--- config.mk ---
export PLATFORM = sky130hd
export DESIGN_NAME = space_packet_header_deframer_core_flat
export DESIGN_NICKNAME = d
export VERILOG_FILES = /design/src/sphd_pkg.sv /design/src/sphd_if.sv /design/src/sphd_in_reg.sv /design/src/sphd_engine.sv /design/src/space_packet_header_deframer_core.sv /design/src/flat_wrapper.sv
export SDC_FILE = /design/constraint.sdc
export NUM_CORES = 1
export LEC_CHECK = 0
export BUFFER_PORTS_ARGS = -buffer_cell sky130_fd_sc_hd__clkbuf_2
export CORE_MARGIN = 2
export CORE_UTILIZATION = 58
export CTS_CLUSTER_SIZE = 30
export DETAILED_ROUTE_END_ITERATION = 12
export PLACE_DENSITY_LB_ADDON = 0.12
export SYNTH_ARGS = -nofsm -noshare
export SYNTH_HDL_FRONTEND = slang
export SYNTH_HIERARCHICAL = 1
export SYNTH_SLANG_ARGS = --single-unit
export TNS_END_PERCENT = 30
--- constraint.sdc ---
create_clock -name clk_i -period 8.45 [get_ports clk_i]
set_input_delay 1.69 -clock clk_i [delete_from_list [all_inputs] [get_ports clk_i]]
set_output_delay 1.69 -clock clk_i [all_outputs]
set_load 0.05 [all_outputs]
--- src/sphd_pkg.sv ---
package sphd_pkg;

  localparam int unsigned POS_W   = 17;
  localparam int unsigned FIXED_W = 48;
  localparam int unsigned TIME_W  = 64;

  typedef logic [POS_W-1:0]   pos_t;
  typedef logic [FIXED_W-1:0] fixed_t;

  localparam pos_t FIXED_BYTES = pos_t'(6);
  localparam pos_t POS_MAX     = {POS_W{1'b1}};

  typedef enum logic [1:0] {
    KIND_HEADER    = 2'd0,
    KIND_PAYLOAD   = 2'd1,
    KIND_SHORT_HDR = 2'd2,
    KIND_TRUNCATED = 2'd3
  } kind_e;

  typedef enum logic [1:0] {
    PHASE_IDLE    = 2'd0,
    PHASE_HEADER  = 2'd1,
    PHASE_PAYLOAD = 2'd2
  } phase_e;

  typedef struct packed {
    logic [7:0] data_byte;
    logic       first_byte;
    logic       buffer_end;
  } item_t;

  typedef struct packed {
    kind_e               kind;
    logic [2:0]          version;
    logic                packet_type;
    logic                secondary_flag;
    logic [10:0]         apid;
    logic [1:0]          sequence_flags;
    logic [13:0]         sequence_count;
    logic [15:0]         length_field;
    logic [TIME_W-1:0]   time_code;
    logic [7:0]          payload_byte;
    pos_t                bytes_used;
    logic                last;
  } result_t;

endpackage

--- src/sphd_if.sv ---
interface sphd_in_if;
  logic       valid;
  logic       ready;
  logic [7:0] data_byte;
  logic       first_byte;
  logic       buffer_end;

  modport source (output valid, output data_byte, output first_byte, output buffer_end,
                  input ready);
  modport sink   (input valid, input data_byte, input first_byte, input buffer_end,
                  output ready);
endinterface

interface sphd_out_if;
  logic        valid;
  logic        ready;
  logic [1:0]  kind;
  logic [2:0]  version;
  logic        packet_type;
  logic        secondary_flag;
  logic [10:0] apid;
  logic [1:0]  sequence_flags;
  logic [13:0] sequence_count;
  logic [15:0] length_field;
  logic [63:0] time_code;
  logic [7:0]  payload_byte;
  logic [16:0] bytes_used;
  logic        last;

  modport source (output valid, output kind, output version, output packet_type,
                  output secondary_flag, output apid, output sequence_flags,
                  output sequence_count, output length_field, output time_code,
                  output payload_byte, output bytes_used, output last,
                  input ready);
  modport sink   (input valid, input kind, input version, input packet_type,
                  input secondary_flag, input apid, input sequence_flags,
                  input sequence_count, input length_field, input time_code,
                  input payload_byte, input bytes_used, input last,
                  output ready);
endinterface

--- src/sphd_in_reg.sv ---
module sphd_in_reg (
  input  logic            clk_i,
  input  logic            rst_ni,
  input  logic            valid_i,
  output logic            ready_o,
  input  sphd_pkg::item_t item_i,
  output logic            valid_o,
  input  logic            advance_i,
  output sphd_pkg::item_t item_o
);

  logic            valid_q;
  sphd_pkg::item_t item_q;

  // Take a new byte when empty or when the held one moves on this cycle.
  assign ready_o = !valid_q || advance_i;
  assign valid_o = valid_q;
  assign item_o  = item_q;

  always_ff @(posedge clk_i or negedge rst_ni) begin
    if (!rst_ni) begin
      valid_q <= 1'b0;
    end else if (valid_i && ready_o) begin
      valid_q <= 1'b1;
    end else if (advance_i) begin
      valid_q <= 1'b0;
    end
  end

  always_ff @(posedge clk_i) begin
    if (valid_i && ready_o) begin
      item_q <= item_i;
    end
  end

endmodule

--- src/sphd_engine.sv ---
module sphd_engine #(
  parameter int unsigned HEADER_BYTES = 14,
  parameter int unsigned TIME_BITS    = 64
) (
  input  logic              clk_i,
  input  logic              rst_ni,
  input  logic              proc_i,
  input  sphd_pkg::item_t   item_i,
  input  logic              res_ready_i,
  output logic              res_valid_o,
  output sphd_pkg::result_t res_o
);

  localparam sphd_pkg::pos_t HDR_POS = sphd_pkg::pos_t'(HEADER_BYTES);

  sphd_pkg::phase_e  phase_q, phase_d;
  sphd_pkg::pos_t    pos_q, pos_d;
  sphd_pkg::fixed_t  fixed_q, fixed_d;
  logic [TIME_BITS-1:0] time_q, time_d;
  logic [15:0]       rem_q, rem_d;

  sphd_pkg::phase_e  eff_phase;
  sphd_pkg::pos_t    eff_pos;
  sphd_pkg::fixed_t  eff_fixed;
  logic [TIME_BITS-1:0] eff_time;
  logic [15:0]       eff_rem;
  sphd_pkg::pos_t    pos_new;
  sphd_pkg::fixed_t  fixed_new;
  logic [TIME_BITS-1:0] time_new;
  logic [15:0]       rem_dec;

  logic              has_res;
  sphd_pkg::result_t res;
  logic              res_valid_q;
  sphd_pkg::result_t res_q;

  function automatic sphd_pkg::result_t with_header(sphd_pkg::result_t r,
                                                    sphd_pkg::fixed_t f,
                                                    logic [TIME_BITS-1:0] t);
    sphd_pkg::result_t o;
    o                = r;
    o.version        = f[47:45];
    o.packet_type    = f[44];
    o.secondary_flag = f[43];
    o.apid           = f[42:32];
    o.sequence_flags = f[31:30];
    o.sequence_count = f[29:16];
    o.length_field   = f[15:0];
    o.time_code      = sphd_pkg::TIME_W'(t);
    return o;
  endfunction

  always_comb begin
    // A first byte restarts the packet whatever the phase.
    eff_phase = item_i.first_byte ? sphd_pkg::PHASE_HEADER : phase_q;
    eff_pos   = item_i.first_byte ? '0 : pos_q;
    eff_fixed = item_i.first_byte ? '0 : fixed_q;
    eff_time  = item_i.first_byte ? '0 : time_q;
    eff_rem   = item_i.first_byte ? '0 : rem_q;

    phase_d = eff_phase;
    pos_d   = eff_pos;
    fixed_d = eff_fixed;
    time_d  = eff_time;
    rem_d   = eff_rem;
    pos_new   = eff_pos + sphd_pkg::pos_t'(1);
    fixed_new = eff_fixed;
    time_new  = eff_time;
    rem_dec   = (eff_rem != 16'd0) ? eff_rem - 16'd1 : eff_rem;
    has_res   = 1'b0;
    res       = '0;

    case (eff_phase)
      sphd_pkg::PHASE_HEADER: begin
        if (pos_new <= sphd_pkg::FIXED_BYTES) begin
          fixed_new = {eff_fixed[sphd_pkg::FIXED_W-9:0], item_i.data_byte};
        end else begin
          time_new = TIME_BITS'({eff_time, item_i.data_byte});
        end
        pos_d   = pos_new;
        fixed_d = fixed_new;
        time_d  = time_new;
        if (pos_new >= HDR_POS) begin
          has_res = 1'b1;
          rem_d   = fixed_new[15:0];
          res     = with_header(res, fixed_new, time_new);
          res.kind = sphd_pkg::KIND_HEADER;
          phase_d = sphd_pkg::PHASE_PAYLOAD;
          if (fixed_new[31]) begin
            if (item_i.buffer_end) begin
              res.last       = 1'b1;
              res.bytes_used = pos_new;
              phase_d        = sphd_pkg::PHASE_IDLE;
            end
          end else if (fixed_new[15:0] == 16'd0 || item_i.buffer_end) begin
            if (fixed_new[15:0] != 16'd0) begin
              res.kind = sphd_pkg::KIND_TRUNCATED;
            end
            res.last       = 1'b1;
            res.bytes_used = pos_new;
            phase_d        = sphd_pkg::PHASE_IDLE;
          end
        end else if (item_i.buffer_end) begin
          has_res        = 1'b1;
          res.kind       = sphd_pkg::KIND_SHORT_HDR;
          res.last       = 1'b1;
          res.bytes_used = pos_new;
          phase_d        = sphd_pkg::PHASE_IDLE;
        end
      end
      sphd_pkg::PHASE_PAYLOAD: begin
        pos_new      = (eff_pos < sphd_pkg::POS_MAX) ? pos_new : eff_pos;
        pos_d        = pos_new;
        has_res      = 1'b1;
        res          = with_header(res, eff_fixed, eff_time);
        res.kind     = sphd_pkg::KIND_PAYLOAD;
        res.payload_byte = item_i.data_byte;
        if (eff_fixed[31]) begin
          if (item_i.buffer_end) begin
            res.last       = 1'b1;
            res.bytes_used = pos_new;
            phase_d        = sphd_pkg::PHASE_IDLE;
          end
        end else begin
          rem_d = rem_dec;
          if (rem_dec == 16'd0 || item_i.buffer_end) begin
            if (rem_dec != 16'd0) begin
              res.kind = sphd_pkg::KIND_TRUNCATED;
            end
            res.last       = 1'b1;
            res.bytes_used = pos_new;
            phase_d        = sphd_pkg::PHASE_IDLE;
          end
        end
      end
      default: begin
        phase_d = eff_phase;
      end
    endcase
  end

  always_ff @(posedge clk_i or negedge rst_ni) begin
    if (!rst_ni) begin
      phase_q <= sphd_pkg::PHASE_IDLE;
      pos_q   <= '0;
      fixed_q <= '0;
      time_q  <= '0;
      rem_q   <= '0;
    end else if (proc_i) begin
      phase_q <= phase_d;
      pos_q   <= pos_d;
      fixed_q <= fixed_d;
      time_q  <= time_d;
      rem_q   <= rem_d;
    end
  end

  always_ff @(posedge clk_i or negedge rst_ni) begin
    if (!rst_ni) begin
      res_valid_q <= 1'b0;
    end else if (proc_i) begin
      res_valid_q <= has_res;
    end else if (res_ready_i) begin
      res_valid_q <= 1'b0;
    end
  end

  always_ff @(posedge clk_i) begin
    if (proc_i && has_res) begin
      res_q <= res;
    end
  end

  assign res_valid_o = res_valid_q;
  assign res_o       = res_q;

`ifndef ASSERT_OFF
  a_last_goes_idle: assert property (@(posedge clk_i) disable iff (!rst_ni)
    proc_i && has_res && res.last |=> phase_q == sphd_pkg::PHASE_IDLE)
    else $error("phase not idle after final result");

  a_header_bound: assert property (@(posedge clk_i) disable iff (!rst_ni)
    phase_q == sphd_pkg::PHASE_HEADER |-> pos_q < HDR_POS)
    else $error("header position ran past header length");

  a_counted_payload: assert property (@(posedge clk_i) disable iff (!rst_ni)
    phase_q == sphd_pkg::PHASE_PAYLOAD && !fixed_q[31] |-> rem_q != 16'd0)
    else $error("counted payload open with nothing remaining");

  a_short_hdr: assert property (@(posedge clk_i) disable iff (!rst_ni)
    res_valid_q && res_q.kind == sphd_pkg::KIND_SHORT_HDR
      |-> res_q.last && res_q.bytes_used < HDR_POS)
    else $error("short header result malformed");
`endif

endmodule

--- src/space_packet_header_deframer_core.sv ---
// Path: the transfer loads the input register, and the result register loads when
// the held byte advances, which waits while an unaccepted result is held.
// Throughput: one byte per cycle while the result channel is not stalled; the
// single-pass state update on each byte sets that figure. Bytes that close
// nothing (idle bytes, header bytes before the last) produce no result.
// Reset: rst_ni is asynchronous, active low; it clears the parser state and
// both valid flags. No clearing pass; the block is ready right after reset.
module space_packet_header_deframer_core #(
  parameter int unsigned HEADER_BYTES = 14,
  parameter int unsigned TIME_BITS    = 64
) (
  input  logic       clk_i,
  input  logic       rst_ni,
  sphd_in_if.sink    in_i,
  sphd_out_if.source out_o
);

  sphd_pkg::item_t   in_item;
  sphd_pkg::item_t   held_item;
  logic              held_valid;
  logic              advance;
  logic              res_valid;
  sphd_pkg::result_t res;

  // Pack the incoming transfer fields for the input register.
  assign in_item.data_byte  = in_i.data_byte;
  assign in_item.first_byte = in_i.first_byte;
  assign in_item.buffer_end = in_i.buffer_end;

  // Advance the held byte when the result register is free or being drained.
  // This lets a new byte enter while a finished result still waits.
  assign advance = held_valid && (!res_valid || out_o.ready);

  sphd_in_reg u_in_reg (
    .clk_i     (clk_i),
    .rst_ni    (rst_ni),
    .valid_i   (in_i.valid),
    .ready_o   (in_i.ready),
    .item_i    (in_item),
    .valid_o   (held_valid),
    .advance_i (advance),
    .item_o    (held_item)
  );

  // Parser state and the result register; one byte processed per advance.
  sphd_engine #(
    .HEADER_BYTES (HEADER_BYTES),
    .TIME_BITS    (TIME_BITS)
  ) u_engine (
    .clk_i       (clk_i),
    .rst_ni      (rst_ni),
    .proc_i      (advance),
    .item_i      (held_item),
    .res_ready_i (out_o.ready),
    .res_valid_o (res_valid),
    .res_o       (res)
  );

  // Drive the result channel straight from the result register.
  assign out_o.valid          = res_valid;
  assign out_o.kind           = res.kind;
  assign out_o.version        = res.version;
  assign out_o.packet_type    = res.packet_type;
  assign out_o.secondary_flag = res.secondary_flag;
  assign out_o.apid           = res.apid;
  assign out_o.sequence_flags = res.sequence_flags;
  assign out_o.sequence_count = res.sequence_count;
  assign out_o.length_field   = res.length_field;
  assign out_o.time_code      = res.time_code;
  assign out_o.payload_byte   = res.payload_byte;
  assign out_o.bytes_used     = res.bytes_used;
  assign out_o.last           = res.last;

endmodule
--- src/flat_wrapper.sv ---
// flat-port wrapper written by rule: the top's interface ports become plain ports
module space_packet_header_deframer_core_flat 
#(
  parameter int unsigned HEADER_BYTES = 14,
  parameter int unsigned TIME_BITS    = 64
)
  (clk_i, rst_ni, in_i_valid, in_i_data_byte, in_i_first_byte, in_i_buffer_end, in_i_ready, out_o_valid, out_o_kind, out_o_version, out_o_packet_type, out_o_secondary_flag, out_o_apid, out_o_sequence_flags, out_o_sequence_count, out_o_length_field, out_o_time_code, out_o_payload_byte, out_o_bytes_used, out_o_last, out_o_ready);
  sphd_in_if in_i_i ();
  sphd_out_if out_o_i ();
  input  logic clk_i;
  input  logic rst_ni;
  input wire logic [$bits(in_i_i.valid)-1:0] in_i_valid;
  input wire logic [$bits(in_i_i.data_byte)-1:0] in_i_data_byte;
  input wire logic [$bits(in_i_i.first_byte)-1:0] in_i_first_byte;
  input wire logic [$bits(in_i_i.buffer_end)-1:0] in_i_buffer_end;
  output wire logic [$bits(in_i_i.ready)-1:0] in_i_ready;
  output wire logic [$bits(out_o_i.valid)-1:0] out_o_valid;
  output wire logic [$bits(out_o_i.kind)-1:0] out_o_kind;
  output wire logic [$bits(out_o_i.version)-1:0] out_o_version;
  output wire logic [$bits(out_o_i.packet_type)-1:0] out_o_packet_type;
  output wire logic [$bits(out_o_i.secondary_flag)-1:0] out_o_secondary_flag;
  output wire logic [$bits(out_o_i.apid)-1:0] out_o_apid;
  output wire logic [$bits(out_o_i.sequence_flags)-1:0] out_o_sequence_flags;
  output wire logic [$bits(out_o_i.sequence_count)-1:0] out_o_sequence_count;
  output wire logic [$bits(out_o_i.length_field)-1:0] out_o_length_field;
  output wire logic [$bits(out_o_i.time_code)-1:0] out_o_time_code;
  output wire logic [$bits(out_o_i.payload_byte)-1:0] out_o_payload_byte;
  output wire logic [$bits(out_o_i.bytes_used)-1:0] out_o_bytes_used;
  output wire logic [$bits(out_o_i.last)-1:0] out_o_last;
  input wire logic [$bits(out_o_i.ready)-1:0] out_o_ready;
  assign in_i_i.valid = in_i_valid;
  assign in_i_i.data_byte = in_i_data_byte;
  assign in_i_i.first_byte = in_i_first_byte;
  assign in_i_i.buffer_end = in_i_buffer_end;
  assign in_i_ready = in_i_i.ready;
  assign out_o_valid = out_o_i.valid;
  assign out_o_kind = out_o_i.kind;
  assign out_o_version = out_o_i.version;
  assign out_o_packet_type = out_o_i.packet_type;
  assign out_o_secondary_flag = out_o_i.secondary_flag;
  assign out_o_apid = out_o_i.apid;
  assign out_o_sequence_flags = out_o_i.sequence_flags;
  assign out_o_sequence_count = out_o_i.sequence_count;
  assign out_o_length_field = out_o_i.length_field;
  assign out_o_time_code = out_o_i.time_code;
  assign out_o_payload_byte = out_o_i.payload_byte;
  assign out_o_bytes_used = out_o_i.bytes_used;
  assign out_o_last = out_o_i.last;
  assign out_o_i.ready = out_o_ready;
  space_packet_header_deframer_core #(.HEADER_BYTES(HEADER_BYTES), .TIME_BITS(TIME_BITS)) u_core (.clk_i(clk_i), .rst_ni(rst_ni), .in_i(in_i_i), .out_o(out_o_i));
endmodule
==> out/metrics.yaml, run 1 <==
cts-htree-levels: 1
async_flop_share_pct: 49.8
antenna_found_initial: 0
startpoint_type: "flop"
multi_input_area_um2: 4960
hold_class: "reg2reg"
drt-pass1-iter-count: 5
port_buffers: 155
crit_required_ns: 8.71
vdd_ir_drop_max_mv: 0.168
clock_path_buffers: 3
setup_violations: 0
tritoncts: "built"
yosysWarnings: 6
fin_ws_ns: 3.60
clock_latency_ns: 0.56
reg2reg_to: "u_core/u_engine/res_o[3]$_DFFE_PP_"
power_density_nw_per_um2: 255
worst-path-max-fanout: 57
tns_ns: 0
rsz0062_at_grt: "no"
clockRootBuffer: "clkbuf_16"
p_leak_nw: 6.54
outcome: "finished clean"
pre_cts_ws_ns: 3.60
maxSlewHeadroom_pct: 25.0
hold-path-endpoint: "u_core/u_engine/fixed_q[41]$_DFFE_PN0P_"
synth_edf_count: 150
n_fill_cell: 1842
drt_iter0_drc: 940
hold_viol_final: 0
dieArea_um2: 24900
synthFlopType: "edfxtp_1"
final_nets: 1319
dpl_cell_area_um2: 14600
die_h_um: 158
start_util_pct: 58.8
syn2layout_area_growth_pct: 13.4
critPathCaptureType: "flop"
period_needed_ns: 4.85
seq_area_frac_synth_pct: 60.0
synth.net_count: 1215
grt_max_degree: 105
criticalPathCategory: "reg2reg"
worstMarginPinSlew_ns: 1.12
gp_congestion: 0.943
holdCritStartpoint: "u_core/u_engine/fixed_q[41]$_DFFE_PN0P_"
r2r_cells: 13
ioPinCount: 156
grt_overflow: 0
syn_inst: 1196
final_common_cell: "clkbuf_2"
final_area_um2: 15600
grt_pass1_vias: 9696
fin_skew_ns: 0.0139
ctsResizeCount: 0
gr-usage-all-layers_pct: 27.8
max_freq_mhz: 206
finalWirelength_um: 34400
die_w_um: 158
cp.arrival_ns: 5.11
hpwl_um: 21900
r2r_start: "u_core/u_in_reg/item_o[1]$_DFFE_PP_"
antenna_left: 0
postCtsSetupRepairBufs: 0
grt_pass1_wl_um: 54500
postCtsHoldBufs: 0
vias_per_cell: 6.28
core_area_um2: 23300
syn_avg_cell_area_um2: 11.5
routedWlPerCell_um: 20.9
drcViolationCount: 0
clkSlewWorstSetupHoldPaths_ns: 0.06
r2r_slack_ns: 3.60
netlist_area_um2: 13700
yosys.cell_types.count: 74
drv_slew: 0
startpoint: "u_core/u_in_reg/item_o[1]$_DFFE_PP_"
cts-buffers-inserted: 29
mostFrequentLayoutCells: "clkbuf_2 (154), edfxtp_1 (150), dfrtp_1 (149)"
rows: 56
cts_sinks: 299
cap_violations: 0
synth-seq-cells: 299
hold_path_depth: 1
vias: 10300
finalCritPeriodShare_pct: 57.4
drive_gt1_share_pct: 18.3
seq_area_um2: 8230
stage by stage:
stage                     hold WS (ns)  total power, mW  util (%)  std cells
after floorplan                  0.464             2.43         -       1196
after global placement           0.482             2.66      62.5       1588
after detailed placement         0.483             2.67      62.5       1588
after CTS                        0.500             3.98      66.6       1641
after global routing             0.512             4.11      66.6       1641
final                            0.497             3.96      66.7       1642
per-layer routing:
metal / global-route usage [%] / vias to the layer above / part of all wire (%)
met1: 41.3 / 5038 / 43
met5: 0 / - / 0
li1: - / 4691 / -
met2: 42.4 / 525 / 46
met4: 9.09 / 0 / 2.7
met3: 4.35 / 61 / 8.6
worst max path at each step:
stage | to | slack (ns) | cells past startpoint
2_1_floorplan | u_core/u_engine/res_o[0]$_DFFE_PP_ | 2.42 | 16
3_3_place_gp | u_core/u_engine/res_o[73]$_DFFE_PP_ | 3.78 | 14
3_5_place_dp | u_core/u_engine/res_o[73]$_DFFE_PP_ | 3.60 | 14
4_1_cts | u_core/u_engine/res_o[73]$_DFFE_PP_ | 3.60 | 14
5_1_grt | u_core/u_engine/res_o[1]$_DFFE_PP_ | 3.15 | 13
6_report | u_core/u_engine/res_o[3]$_DFFE_PP_ | 3.60 | 13
logic make-up after synthesis:
| family | Yosys count | synth area share (%) |
|---|---|---|
| buffers and inverters | 121 | 4.10 |
| adder cells (fa/ha/maj) | 5 | 0.456 |
| flip-flops | 299 | 60.0 |
| AND/OR/NAND/NOR | 376 | 13.7 |
| AO/OA/AOI/OAI | 371 | 20.0 |
| multiplexers | 7 | 0.538 |
| XOR/XNOR | 17 | 1.09 |
registers in the layout (all words and copies together), names as in the netlist:
| register | flops |
|---|---|
| u_core/u_in_reg/item_o | 10 |
| u_core/u_engine/time_q | 64 |
| u_core/u_engine/res_valid_o | 1 |
| u_core/u_engine/pos_q | 17 |
| u_core/u_engine/fixed_q | 48 |
| u_core/u_engine/res_o | 140 |
| u_core/u_in_reg/valid_o | 1 |
| u_core/u_engine/rem_q | 16 |
| u_core/u_engine/phase_q | 2 |
cell type report:
| class | count | area share [%] |
|---|---|---|
| Timing Repair Buffer | 168 | 5.66 |
| Antenna cell | 1 | 0.0161 |
| Multi-Input combinational cell | 776 | 31.9 |
| Tap cell | 319 | 2.57 |
| Inverter | 26 | 0.660 |
| Clock buffer | 43 | 5.33 |
| Sequential cell | 299 | 52.9 |
| Clock inverter | 10 | 0.949 |
Yosys cell counts (all sizes together), types with 5 or more instances:
library cell	count	area share [%]
a211oi	5	0.27
a21o	10	0.55
a21oi	60	2.4
a22o	113	7.2
a22oi	65	3.6
a31oi	6	0.27
and2	55	2.5
and3	8	0.36
buf	40	1.9
clkbuf	55	1.5
dfrtp	149	27
edfxtp	150	33
ha	5	0.46
inv	25	0.68
nand2	69	1.9
nand2b	9	0.47
nand3	33	1.2
nand4	10	0.46
nor2	121	3.3
nor2b	5	0.23
nor3	18	0.66
nor4	13	0.73
o211a	8	0.58
o211ai	8	0.44
o21ai	53	2.0
or2	7	0.32
or3	8	0.36
or4	6	0.33
xnor2	13	0.83
worst max-delay path, cell delays in order (launching register included):
cell	delay, ns
edfxtp_1	0.32
buf_4	0.52
clkinv_1	0.18
nand2_1	0.15
inv_1	0.10
ha_1	0.30
nand3_1	0.12
xor2_1	0.20
o221ai_1	0.15
nor3b_1	0.30
nand4_1	0.59
nor3_1	0.74
o32a_1	0.73
a21oi_1	0.11
where the power goes:
part	total [mW]	leakage (nW)	switching [mW]	internal, mW
Combinational	0.838	2.60	0.649	0.189
Sequential	1.81	3.47	0.117	1.69
Clock	1.32	0.480	0.542	0.775
Total	3.96	6.54	1.31	2.65
Power figures use the tool's default switching activity.
==> inputs of run 2 (changes only) <==
clock period = 4.7 ns   (was 8.45 ns; I/O delays follow)
==> run 2 against run 1 <==
Against the previous run:
- utilization grew 1.1 points
- cell count grew 0.73%
- sequential cell count did not move
- wire length grew 0.42%
- clock skew fell by 0.0012 ns
- first-iteration DRC count up 8.7%
- clock-buffer cell count down 3
- worst hold slack worse by 0.057 ns
- clock power is 77% higher
- power is 80% higher
- register-to-register slack worse by 3.0 ns
==> out/metrics.yaml, run 2 (synthesis gave the netlist of run 1 again) <==
dieArea_um2: 24900
multi_input_area_um2: 5020
clkSlewWorstSetupHoldPaths_ns: 0.06
outcome: "finished clean"
crit_required_ns: 5.09
postCtsHoldBufs: 0
drt-pass1-iter-count: 6
drive_gt1_share_pct: 20.1
crit_chain: "clkinv_8 -> nand2_1 -> ha_1 -> nor3b_1 -> a41o_1 -> nand2_1 -> o41a_1 -> nor4_2 -> a32oi_1 -> nand2b_1 -> a21oi_1"
crit_family: "simple AND/OR/NAND/NOR gates"
fin_ws_ns: 0.642
hpwl_um: 22200
tns_ns: 0
fin_skew_ns: 0.0127
criticalPathCategory: "reg2reg"
worst-path-max-fanout: 28
hold_viol_final: 0
cp.arrival_ns: 4.44
ctsResizeCount: 0
syn2layout_area_growth_pct: 15.3
period_needed_ns: 4.06
antenna_left: 0
mostFrequentLayoutCells: "clkbuf_2 (154), edfxtp_1 (150), dfrtp_1 (149)"
cts-htree-levels: 1
die_w_um: 158
final_nets: 1331
critPathBufInv: 1
grt_pass1_wl_um: 54000
maxSlewHeadroom_pct: 29.9
vias: 10400
largest_reg_flops: 140
cap_violations: 0
final_common_cell: "clkbuf_2"
die_h_um: 158
gr-usage-all-layers_pct: 27.8
clock_path_buffers: 3
instances_no_fill: 1654
seq_area_um2: 8230
slowest_stage: "edfxtp_1"
start_util_pct: 58.8
core_area_um2: 23300
hold_class: "in2async"
finalWirelength_um: 34500
final_area_um2: 15800
startpoint_type: "flop"
fin_util_pct: 67.8
worstMarginPinSlew_ns: 1.05
placed_cells: 1600
max_freq_mhz: 246
port_buffers: 155
drv_slew: 0
p_leak_nw: 6.62
gp_congestion: 0.900
tritoncts: "built"
routedWlPerCell_um: 20.9
drt_iter0_drc: 1022
grt_max_degree: 150
clock_latency_ns: 0.55
n_fill_cell: 1761
postCtsSetupRepairBufs: 0
vias_per_cell: 6.27
pre_cts_ws_ns: 0.835
ioPinCount: 156
vdd_ir_drop_max_mv: 0.289
finalCritPeriodShare_pct: 86.3
cts-buffers-inserted: 29
cp_common_cell: "nand2_1"
grt_overflow: 0
diodes: 0
rows: 56
cts_sinks: 299
power_density_nw_per_um2: 451
critPathCaptureType: "flop"
antenna_found_initial: 0
slowest_delay_ns: 0.66
drcViolationCount: 0
clockRootBuffer: "clkbuf_16"
rsz0062_at_grt: "no"
grt_pass1_vias: 9631
dpl_cell_area_um2: 14800
setup_violations: 0
run 2: changes by cell type in the layout (fill, tap and decap cells not counted), moves of 2 or more:
cell        change
nand3_2         +2
clkbuf_1        -6
buf_12          +8
buf_4           +4
a211oi_2        +2
nand3_1         -2
clkinv_1        +2
clkbuf_8        +4
a211oi_1        -2
clkinvlp_4      +4
run 2: through the flow:
stage               power [mW]  hold slack (ns)
floorplan                 4.39            0.464
global placement          4.83            0.480
detailed placement        4.84            0.484
CTS                       7.16            0.501
global route              7.39            0.521
finish                    7.13            0.440
run 2: worst register-to-register path, stage by stage (launching register included):
cell and delay, ns:
edfxtp_1 0.66, clkinv_8 0.26, nand2_1 0.19, ha_1 0.17
nor3b_1 0.57, a41o_1 0.37, nand2_1 0.08, o41a_1 0.12
nor4_2 0.45, a32oi_1 0.24, nand2b_1 0.48, a21oi_1 0.31
run 2: layer usage:
| layer | part of all wire (%) | GRT usage (%) | up-vias |
|---|---|---|---|
| li1 | - | - | 4711 |
| met1 | 43 | 41.7 | 5051 |
| met2 | 46 | 41.7 | 546 |
| met3 | 8.0 | 4.49 | 66 |
| met4 | 3.0 | 8.87 | 0 |
| met5 | 0 | 0 | - |
run 2: worst paths after layout:
kind | startpoint | endpoint | cells past startpoint | slack (ns)
hold / removal | rst_ni | u_core/u_engine/pos_q[7]$_DFFE_PN0P_ | 2 | 0.44
setup / recovery | u_core/u_in_reg/item_o[1]$_DFFE_PP_ | u_core/u_engine/res_o[15]$_DFFE_PP_ | 11 | 0.64
max in group asynchronous | rst_ni | u_core/u_engine/fixed_q[45]$_DFFE_PN0P_ | 2 | 3.57
hold reg to reg | u_core/u_engine/fixed_q[42]$_DFFE_PN0P_ | u_core/u_engine/fixed_q[42]$_DFFE_PN0P_ | 1 | 0.50
min in group clk_i | u_core/u_engine/fixed_q[42]$_DFFE_PN0P_ | u_core/u_engine/fixed_q[42]$_DFFE_PN0P_ | 1 | 0.50
setup reg to reg | u_core/u_in_reg/item_o[1]$_DFFE_PP_ | u_core/u_engine/res_o[15]$_DFFE_PP_ | 11 | 0.64
run 2: area by class of cell:
type                    instances  share of cell area, %
clock inverters                14                  0.831
multi-input cells             776                   31.8
clock buffers                  40                   5.29
inverters                      26                  0.752
repair buffers                180                   6.77
well taps                     319                   2.52
flip-flops and latches        299                   52.1
run 2: power breakdown:
part           internal [mW]  total, mW  leakage [nW]  switching, mW
Sequential              3.03       3.25          3.47          0.219
Clock                   1.35       2.33         0.470          0.972
Combinational          0.377       1.55          2.69           1.17
==> inputs of run 3 (changes only) <==
CELL_PAD_IN_SITES_DETAIL_PLACEMENT = 1   (was default)
CELL_PAD_IN_SITES_GLOBAL_PLACEMENT = 1   (was default)
CORE_UTILIZATION = 40   (was 58)
==> run 3 against run 2 <==
Against the previous run:
- global-route usage down 5.7 points
- clock power up 15%
- register-to-register slack improved by 0.097 ns
- sequential share of layout area shrank 1.6 points
- utilization shrank 19 points
- highest routed layer unchanged
==> out/metrics.yaml, run 3 (synthesis gave the netlist of run 1 again) <==
power_frac_seq_pct: 43.0
syn2layout_area_growth_pct: 18.9
instances_no_fill: 1810
cts-buffers-inserted: 34
p_sw_share_pct: 32.8
antenna_left: 0
startpoint_type: "flop"
postCtsHoldBufs: 0
maxSlewHeadroom_pct: 42.1
r2r_start: "u_core/u_engine/rem_q[4]$_DFFE_PN0P_"
multi_input_area_um2: 5020
antenna_found_initial: 1
core_area_um2: 33600
p_total_mw: 7.56
clkPwrFrac_pct: 35.5
outcome: "finished clean"
max_freq_mhz: 252
cp.arrival_ns: 4.17
gp_congestion: 0.856
critPathBufInv: 1
dieArea_um2: 35800
grt_pass1_vias: 10400
startpoint: "u_core/u_engine/rem_q[4]$_DFFE_PN0P_"
cts-htree-levels: 2
hpwl_um: 26500
worst-path-max-fanout: 18
drt_iter0_drc: 809
r2r_slack_ns: 0.74
cts_sinks: 299
seq_area_um2: 8230
pwr-share-comb_pct: 21.4
crit_required_ns: 4.91
die_h_um: 189
vias_per_cell: 5.70
holdWs_ns: 0.474
critPathCaptureType: "flop"
drv_slew: 0
start_util_pct: 40.8
drive_gt1_share_pct: 21.2
p_sw_mw: 2.48
setup_violations: 0
criticalPathCategory: "reg2reg"
route.top_layer_used: "met4"
fin_ws_ns: 0.739
clkSlewWorstSetupHoldPaths_ns: 0.06
p_leak_nw: 6.81
final_nets: 1354
drcViolationCount: 0
hold_class: "in2async"
clock_path_buffers: 3
finalCritPeriodShare_pct: 84.3
port_buffers: 155
dpl_cell_area_um2: 15200
cap_violations: 0
vias: 10300
grt_overflow: 0
wl_met3_um: 1500
hold_viol_final: 0
ioPinCount: 156
final_common_cell: "clkbuf_2"
finalWirelength_um: 39600
placed_cells: 1747
worstMarginPinSlew_ns: 0.860
final_area_um2: 16300
drt-pass1-iter-count: 5
ctsResizeCount: 0
slowest_stage: "nor4_1"
power_density_nw_per_um2: 464
met2_length_um: 18600
period_needed_ns: 3.96
fin_skew_ns: 0.0196
die_w_um: 189
postCtsSetupRepairBufs: 0
tritoncts: "built"
grt_max_degree: 84
clockRootBuffer: "clkbuf_16"
crit_family: "compound AO/OA/AOI/OAI gates"
routedWlPerCell_um: 21.9
rows: 67
gr-usage-all-layers_pct: 22.1
crit_chain: "nor4_1 -> o21ai_0 -> or4_1 -> a31oi_1 -> nor4_2 -> buf_4 -> a32oi_1 -> o32a_1 -> a21oi_1"
mostFrequentLayoutCells: "clkbuf_2 (154), edfxtp_1 (150), dfrtp_1 (149)"
largest_reg_flops: 140
intPower_mw: 5.08
pre_cts_ws_ns: 0.844
slowest_delay_ns: 0.82
clock_latency_ns: 0.51
rsz0062_at_grt: "no"
vdd_ir_drop_max_mv: 0.244
n_fill_cell: 3631
wl_met1_um: 18500
grt_pass1_wl_um: 62200
[run 3: changes by cell type in the layout (fill, tap and decap cells not counted), sizes merged]
cell      delta
buf         +18
bufinv       +2
clkbuf       +7
clkinv       +3
clkinvlp     -3
diode        +1
inv          -1
[run 3: power by group through the flow]
stage,Combinational [mW],Sequential (mW),Clock [mW]
finish,1.62,3.25,2.69
CTS,1.63,3.26,2.76
global placement,1.61,3.30,0
floorplan,0.675,3.71,0
global route,1.73,3.28,2.85
detailed placement,1.63,3.30,0
[run 3: final timing paths]
| kind | depth (start not counted) | to |
|---|---|---|
| max | 9 | u_core/u_engine/res_o[15]$_DFFE_PP_ |
| min | 1 | u_core/u_engine/rem_q[6]$_DFFE_PN0P_ |
| max reg2reg | 9 | u_core/u_engine/res_o[15]$_DFFE_PP_ |
| min reg2reg | 1 | u_core/u_engine/fixed_q[44]$_DFFE_PN0P_ |
| max in group asynchronous | 2 | u_core/u_engine/time_q[48]$_DFFE_PN0P_ |
| min in group clk_i | 1 | u_core/u_engine/fixed_q[44]$_DFFE_PN0P_ |
[run 3: routing by layer]
metal | track usage [%] | vias up
met1 | 31.5 | 5228
met5 | 0 | -
li1 | - | 4779
met4 | 6.40 | 0
met3 | 2.67 | 66
met2 | 35.6 | 251
[run 3: worst reg2reg max path, delay by kind of cell, from the launching register on]
family                 cells  cell delay (ns)
AOI/OAI and AO/OA          5             1.55
buffers and inverters      1             0.16
DFF                        1             0.55
and+or+nand+nor            3             1.40
[run 3: through the flow]
| stage | utilization [%] | TNS, ns |
|---|---|---|
| final | 48.5 | 0 |
| after global routing | 48.5 | 0 |
| after CTS | 48.5 | 0 |
| after detailed placement | 45.1 | 0 |
| after global placement | 45.1 | 0 |
| after floorplan | - | -5.58 |
[run 3: area by class of cell]
class | count | area share (%)
sequential | 299 | 50.5
multi-input combinational | 776 | 30.8
timing repair buffer | 198 | 7.54
clock buffer | 47 | 5.83
tap | 448 | 3.44
clock inverter | 15 | 1.17
inverter | 26 | 0.729
antenna | 1 | 0.0153
